===== src/hw/rtl/mec_pkg.sv =====
// package: types, constants and codes shared by the escape-time classifier
package mec_pkg;

  localparam int DEF_DATA_WIDTH = 32;
  localparam int DEF_FRAC_BITS  = 24;

  // width of one operand slice fed to the multiplier per pass
  localparam int MUL_CHUNK_W = 32;

  localparam int ITER_W  = 8;
  localparam int LIMIT_W = 31;
  localparam int CFG_IDX_W = 3;

  localparam logic [ITER_W-1:0]  RST_MAX_ITERS      = 8'd200;
  localparam logic [LIMIT_W-1:0] RST_ESCAPE_LIMIT   = 31'd67108864;
  localparam logic [LIMIT_W-1:0] RST_BAND_ONE_LIMIT = 31'd73819750;
  localparam logic [LIMIT_W-1:0] RST_BAND_TWO_LIMIT = 31'd100663296;

  typedef enum logic [CFG_IDX_W-1:0] {
    REG_MAX_ITERS,
    REG_ESCAPE_LIMIT,
    REG_BAND_ONE_LIMIT,
    REG_BAND_TWO_LIMIT
  } cfg_reg_t;

  typedef enum logic [1:0] {
    BAND_BOUNDED,
    BAND_ONE,
    BAND_TWO,
    BAND_BEYOND
  } band_t;

  typedef enum logic [1:0] {
    S_IDLE,
    S_CHECK,
    S_XY,
    S_WSQ
  } ctl_state_t;

  typedef struct packed {
    logic signed [31:0] c_real;
    logic signed [31:0] c_imag;
  } in_item_t;

  typedef struct packed {
    logic [1:0]         band;
    logic [ITER_W-1:0]  iterations;
    logic [LIMIT_W-1:0] final_magnitude;
  } out_item_t;

  typedef struct packed {
    logic load;
    logic start_xy;
    logic start_sq;
    logic upd_mag;
    logic emit;
  } dp_cmd_t;

  typedef struct packed {
    logic cont;
    logic mul_done;
  } dp_sts_t;

endpackage


===== src/hw/rtl/mec_ctrl.sv =====
// controller: sequences load, cross product, squares and the escape check
module mec_ctrl (
  input  logic              clk,
  input  logic              rst_n,
  input  logic              start,
  output logic              busy,
  input  mec_pkg::dp_sts_t  sts,
  output mec_pkg::dp_cmd_t  cmd
);

  mec_pkg::ctl_state_t state_r, state_nxt;

  always_ff @(posedge clk) begin
    if (!rst_n) begin
      state_r <= mec_pkg::S_IDLE;
    end else begin
      state_r <= state_nxt;
    end
  end

  always_comb begin
    state_nxt = state_r;
    cmd       = '0;
    case (state_r)
      mec_pkg::S_IDLE: begin
        if (start) begin
          cmd.load  = 1'b1;
          state_nxt = mec_pkg::S_CHECK;
        end
      end
      mec_pkg::S_CHECK: begin
        if (sts.cont) begin
          cmd.start_xy = 1'b1;
          state_nxt    = mec_pkg::S_XY;
        end else begin
          cmd.emit  = 1'b1;
          state_nxt = mec_pkg::S_IDLE;
        end
      end
      mec_pkg::S_XY: begin
        if (sts.mul_done) begin
          cmd.start_sq = 1'b1;
          state_nxt    = mec_pkg::S_WSQ;
        end
      end
      mec_pkg::S_WSQ: begin
        if (sts.mul_done) begin
          cmd.upd_mag = 1'b1;
          state_nxt   = mec_pkg::S_CHECK;
        end
      end
      default: begin
        state_nxt = mec_pkg::S_IDLE;
      end
    endcase
  end

  assign busy = (state_r != mec_pkg::S_IDLE);

`ifndef SYNTHESIS
  a_start_busy: assert property (@(posedge clk) disable iff (!rst_n)
    (start && !busy) |=> (busy && (state_r == mec_pkg::S_CHECK)))
    else $error("accepted point did not start the check");

  a_done_phase: assert property (@(posedge clk) disable iff (!rst_n)
    sts.mul_done |-> ((state_r == mec_pkg::S_XY) || (state_r == mec_pkg::S_WSQ)))
    else $error("multiplier finished outside a wait phase");

  a_emit_idle: assert property (@(posedge clk) disable iff (!rst_n)
    cmd.emit |=> (state_r == mec_pkg::S_IDLE))
    else $error("result sent without returning to idle");
`endif

endmodule


===== config.mk =====
export PLATFORM = sky130hd
export DESIGN_NAME = mec_ctrl
export DESIGN_NICKNAME = d
export VERILOG_FILES = /design/src/hw/rtl/mec_pkg.sv /design/src/hw/rtl/mec_ctrl.sv
export SDC_FILE = /design/constraint.sdc
export NUM_CORES = 1
export LEC_CHECK = 0
export ABC_CLOCK_PERIOD_IN_PS = 1350
export BUFFER_PORTS_ARGS = -buffer_cell sky130_fd_sc_hd__buf_2
export CORE_AREA = 2 2 39 41
export DETAILED_ROUTE_END_ITERATION = 16
export DIE_AREA = 0 0 41 43
export PLACE_DENSITY_LB_ADDON = 0.08
export REMOVE_ABC_BUFFERS = 1
export SKIP_LAST_GASP = 1
export SLEW_MARGIN = 25
export SYNTH_ARGS = -nofsm -noshare
export SYNTH_HDL_FRONTEND = slang
export SYNTH_SLANG_ARGS = --single-unit

===== constraint.sdc =====
create_clock -name clk -period 1.35 [get_ports clk]
set_clock_uncertainty 0.05 [all_clocks]
set_input_delay 0.2025 -clock clk [delete_from_list [all_inputs] [get_ports clk]]
set_output_delay 0.2025 -clock clk [all_outputs]
set_load 0.02 [all_outputs]

* Yosys cells after proc, flatten, opt, wreduce, memory -nomap -nowiden
Cells that the tools add are included.
** Cells by class
- Eq/ne operators :: 6
- Multiplexer cells :: 14
- Reductions and logical operators :: 3
** Operator list (count)
- 1-bit two-way mux :: 9
- 2-bit two-way mux :: 4
- 2-bit one-hot mux with 4 select lines :: 1
- 2-bit != test (second input constant) :: 3
- 2-bit == test (second input constant) :: 2
- 3-bit AND reduction :: 1
- 2-bit by 1-bit == test with 1-bit output (second input constant) :: 1
- 2-bit logical NOT :: 1
- 2-bit nonzero test :: 1
** Storage, ports and cells
- Register bits after elaboration :: 2
- Input bits :: 5
- Output and inout port bits :: 6

* Depth between registers and ports, before layout
- Depth after elaboration :: 3
- Gate-level depth with buffers :: 5

* Least setup slack after synthesis
Ideal clock, no wire load.
- Path type :: reg-to-reg
- From :: register state_r[1]
- To :: register state_r[1]
- Setup time :: 0.123 ns
- Arrival time :: 1.058 ns
- Required time :: 1.177 ns
- Slack :: 0.119 ns
- Stages on the path, launching flop included :: 6
- Buffers on the path :: 0
- Cell sequence :: dfxtp_1 -> inv_1 -> ha_1 -> and2_1 -> o211ai_1 -> mux2i_1
** On the way
- Longest elaborated chain between the ends :: 3
- Elaborated cells between the ends (all ways) :: 9
** RTL lines
- start, declared :: line mec_ctrl.sv:11 : mec_pkg::ctl_state_t state_r, state_nxt;
- start signal, assigned :: line mec_ctrl.sv:15 : state_r <= mec_pkg::S_IDLE;
- start signal, assigned :: line mec_ctrl.sv:17 : state_r <= state_nxt;
- 2-bit == test or 2-bit logical NOT (tied branches) :: line mec_ctrl.sv:24 : case (state_r)
- 2-bit != test (no source line)
- 3-bit AND reduction (no source line)
Parallel ways exist; a longest one is shown, timed or not.
A chain may end at the register's enable or synchronous reset.

==> run_results.csv <==
group,metric,value,unit
routing,routed-via-count,192,
floorplan,core_region_area,0.00138,mm2
worst_setup_path,reg2reg_slack,0.10,ns
floorplan,die_height,43,um
routing,drc,0,
global_route,grt_overflow,0,
power,p_leak,0.167,nW
synthesis,yosysTopAreaCell,"ha_1",
routing,viasPerCell,3.69,
power,p_total,0.358,mW
min_path,hold_depth,3,
worst_setup_path,arrival,1.08,ns
synthesis,yosysWarnings,0,
timing,max_freq,753,MHz
synthesis,yosysMostFrequentCell,"ha_1",
timing,max_slew_margin,87.2,%
power,power.switching,0.116,mW
synthesis,synthFlopType,"dfxtp_1",
clocking,cts_tree,"done",
timing,finalHoldViolations,0,
routing,drt_iter0_markers,2,
global_route,grt_pass1_wl,676,um
final_layout,top_regs,"state_r x2",
power,combPwrFrac,41.0,%
run,maxCapViolCount,0,
floorplan,dieArea,0.00176,mm2
power,power.share.switching,32.4,%
clocking,clk_pin_slew,0.03,ns
clocking,cts-buffers-inserted,3,
worst_setup_path,cp_cell_sequence,"inv_4 -> ha_4 -> and2_4 -> buf_6",
final_layout,drive_gt1_share,72.2,%
timing,setup_viol_count_final,0,
final_layout,largest_register_ffs,2,
worst_setup_path,crit_path_start,"state_r[0]$_SDFFE_PN0P_",
synthesis,synth_area,191,um2
timing,worstMarginPinSlew,0.192,ns
synthesis,seq_area_frac_synth,20.9,%
clocking,clk_path_buf_depth,2,
worst_setup_path,crit_required,1.10,ns
timing,fin_crit,1.33,ns
floorplan,die_w,41,um
min_path,hold_class,"primary input to flop",
synthesis,synth_edf_count,0,
worst_setup_path,critical-path-max-stage-delay,0.37,ns
synthesis,syn_avg_cell_area,8.70,um2
clocking,cts_hold_buf,0,
timing,slew_violations,0,
final_layout,syn_to_final_growth,92.8,%
final_layout,nets,47,
timing,min_period_over_period,98.4,%
routing,totalWireLength,446,um
clocking,cts.sinks,2,
synthesis,yosysTopAreaCellShare,26.1,%
min_path,min_from,"rst_n",
power,cellInternalPower,0.242,mW
routing,routedWlPerCell,8.58,um
global_route,grtUsageTotal,6.11,%
worst_setup_path,crit_fanout,4,
worst_setup_path,worstRegToRegCells,6,
final_layout,top_register,"state_r",
place,dp_hpwl,329,um
clocking,insertion_delay,0.22,ns
timing,fin_tns_setup,0,ns
synthesis,synth_seq_cells,2,
synthesis,async_flop_share,0,%
floorplan,rows,14,
routing,firstDrtPassIters,2,
clocking,cts-root-buf,"clkbuf_4",
clocking,h-tree-depth,1,
worst_setup_path,r2r-start,"state_r[1]$_SDFFE_PN0P_",
worst_setup_path,cp-start-kind,"flop",
routing,postRouteAntennaNets,0,
worst_setup_path,cp-end-kind,"primary output",
final_layout,antenna_cells,0,
power,clkPwrFrac,36.5,%
synthesis,synth_cells,22,
power,vdd_drop_max,0.339,mV
outcome,status,"completed",
power,pwr-share-seq,22.5,%
timing,grt_setup_unrepaired,"true",
global_route,antenna_found_initial,0,
worst_setup_path,crit_slowest_cell,"dfxtp_4",
synthesis,synth_cell_types,13,
worst_setup_path,path_class,"flop to primary output",
floorplan,pin_count,11,
synthesis,synth_area_leaders,"ha_1, dfxtp_1, mux2i_1",
place,io_buffer_count,10,
floorplan,initial_core_util,13.8,%
power,power_density,969,mW/mm2
global_route,grt_max_degree,5,
synthesis,synth_common_cells,"ha_1, and2_1",
place,place_congestion,0.676,
global_route,grt_pass1_vias,193,
metal layers:
metal	vias up	GRT usage (%)	routed length (um)
met4	0	6.00	0
li1	99	-	-
met2	8	9.38	235
met1	85	6.05	168
met3	0	1.57	42
met5	-	0	0
stage by stage:
step | worst slack [ns] | util [%] | hold WS [ns] | instance area (um2) | std cells
3_3_place_gp | 0.0690 | 18.9 | 0.459 | 262 | 48
4_1_cts | -0.0227 | 24.7 | 0.203 | 342 | 51
3_5_place_dp | 0.0904 | 18.9 | 0.456 | 262 | 48
2_1_floorplan | 0.119 | - | 0.302 | 191 | 22
5_1_grt | -0.0132 | 26.7 | 0.222 | 369 | 52
6_report | 0.0213 | 26.7 | 0.220 | 369 | 52
area by class of cell:
class / instances / area (um2)
clock buffers: 3 / 22.5
fillers: 161 / 1010
inverters: 3 / 16.3
multi-input cells: 17 / 184
flip-flops and latches: 2 / 47.5
well taps: 16 / 20.0
repair buffers: 11 / 78.8
power by group through the flow:
stage	sequential, mW	combinational [mW]	clock [mW]
after floorplan	0.0725	0.0737	0
after global placement	0.0757	0.106	0
after detailed placement	0.0746	0.106	0
after CTS	0.0786	0.133	0.141
after global routing	0.0815	0.162	0.148
final	0.0804	0.147	0.131
timing repair:
item,CTS,global route
setup buffers,0,1
pin swaps,0,2
gates resized for setup,19,5
setup endpoints to repair,5,4
path summary, 6_finish.rpt:
path	end
max reg2reg	state_r[1]$_SDFFE_PN0P_
max	cmd[2]
min reg2reg	state_r[1]$_SDFFE_PN0P_
min	state_r[1]$_SDFFE_PN0P_
cell usage in the layout, fill, tap and decap left out:
cell      count
inv_4         2
buf_6         3
and2_1        1
ha_4          3
mux2i_1       2
ha_1          1
o22ai_2       1
nand2_1       2
clkbuf_4      3
buf_4         2
and2_4        3
nand2b_1      1
dfxtp_4       2
o211ai_1      1
nor2_1        1
nor2b_1       1
inv_2         1
buf_2         6
critical path, delay by kind of cell, from the launching register on:
family,cells,cell delay (ns)
buffers and inverters,2,0.17
and+or+nand+nor,1,0.15
adders and majority gates,1,0.16
DFF,1,0.37
cell families (layout without fill, tap and decap cells):
| kind of cell | Yosys count | in the layout | share of synthesized area (%) |
|---|---|---|---|
| simple gates | 9 | 9 | 26.2 |
| fa+ha+maj | 4 | 4 | 26.1 |
| buf+inv | 3 | 17 | 5.88 |
| compound gates | 2 | 2 | 10.5 |
| mux | 2 | 2 | 10.5 |
| flops | 2 | 2 | 20.9 |
Power figures use the tool's default switching activity.
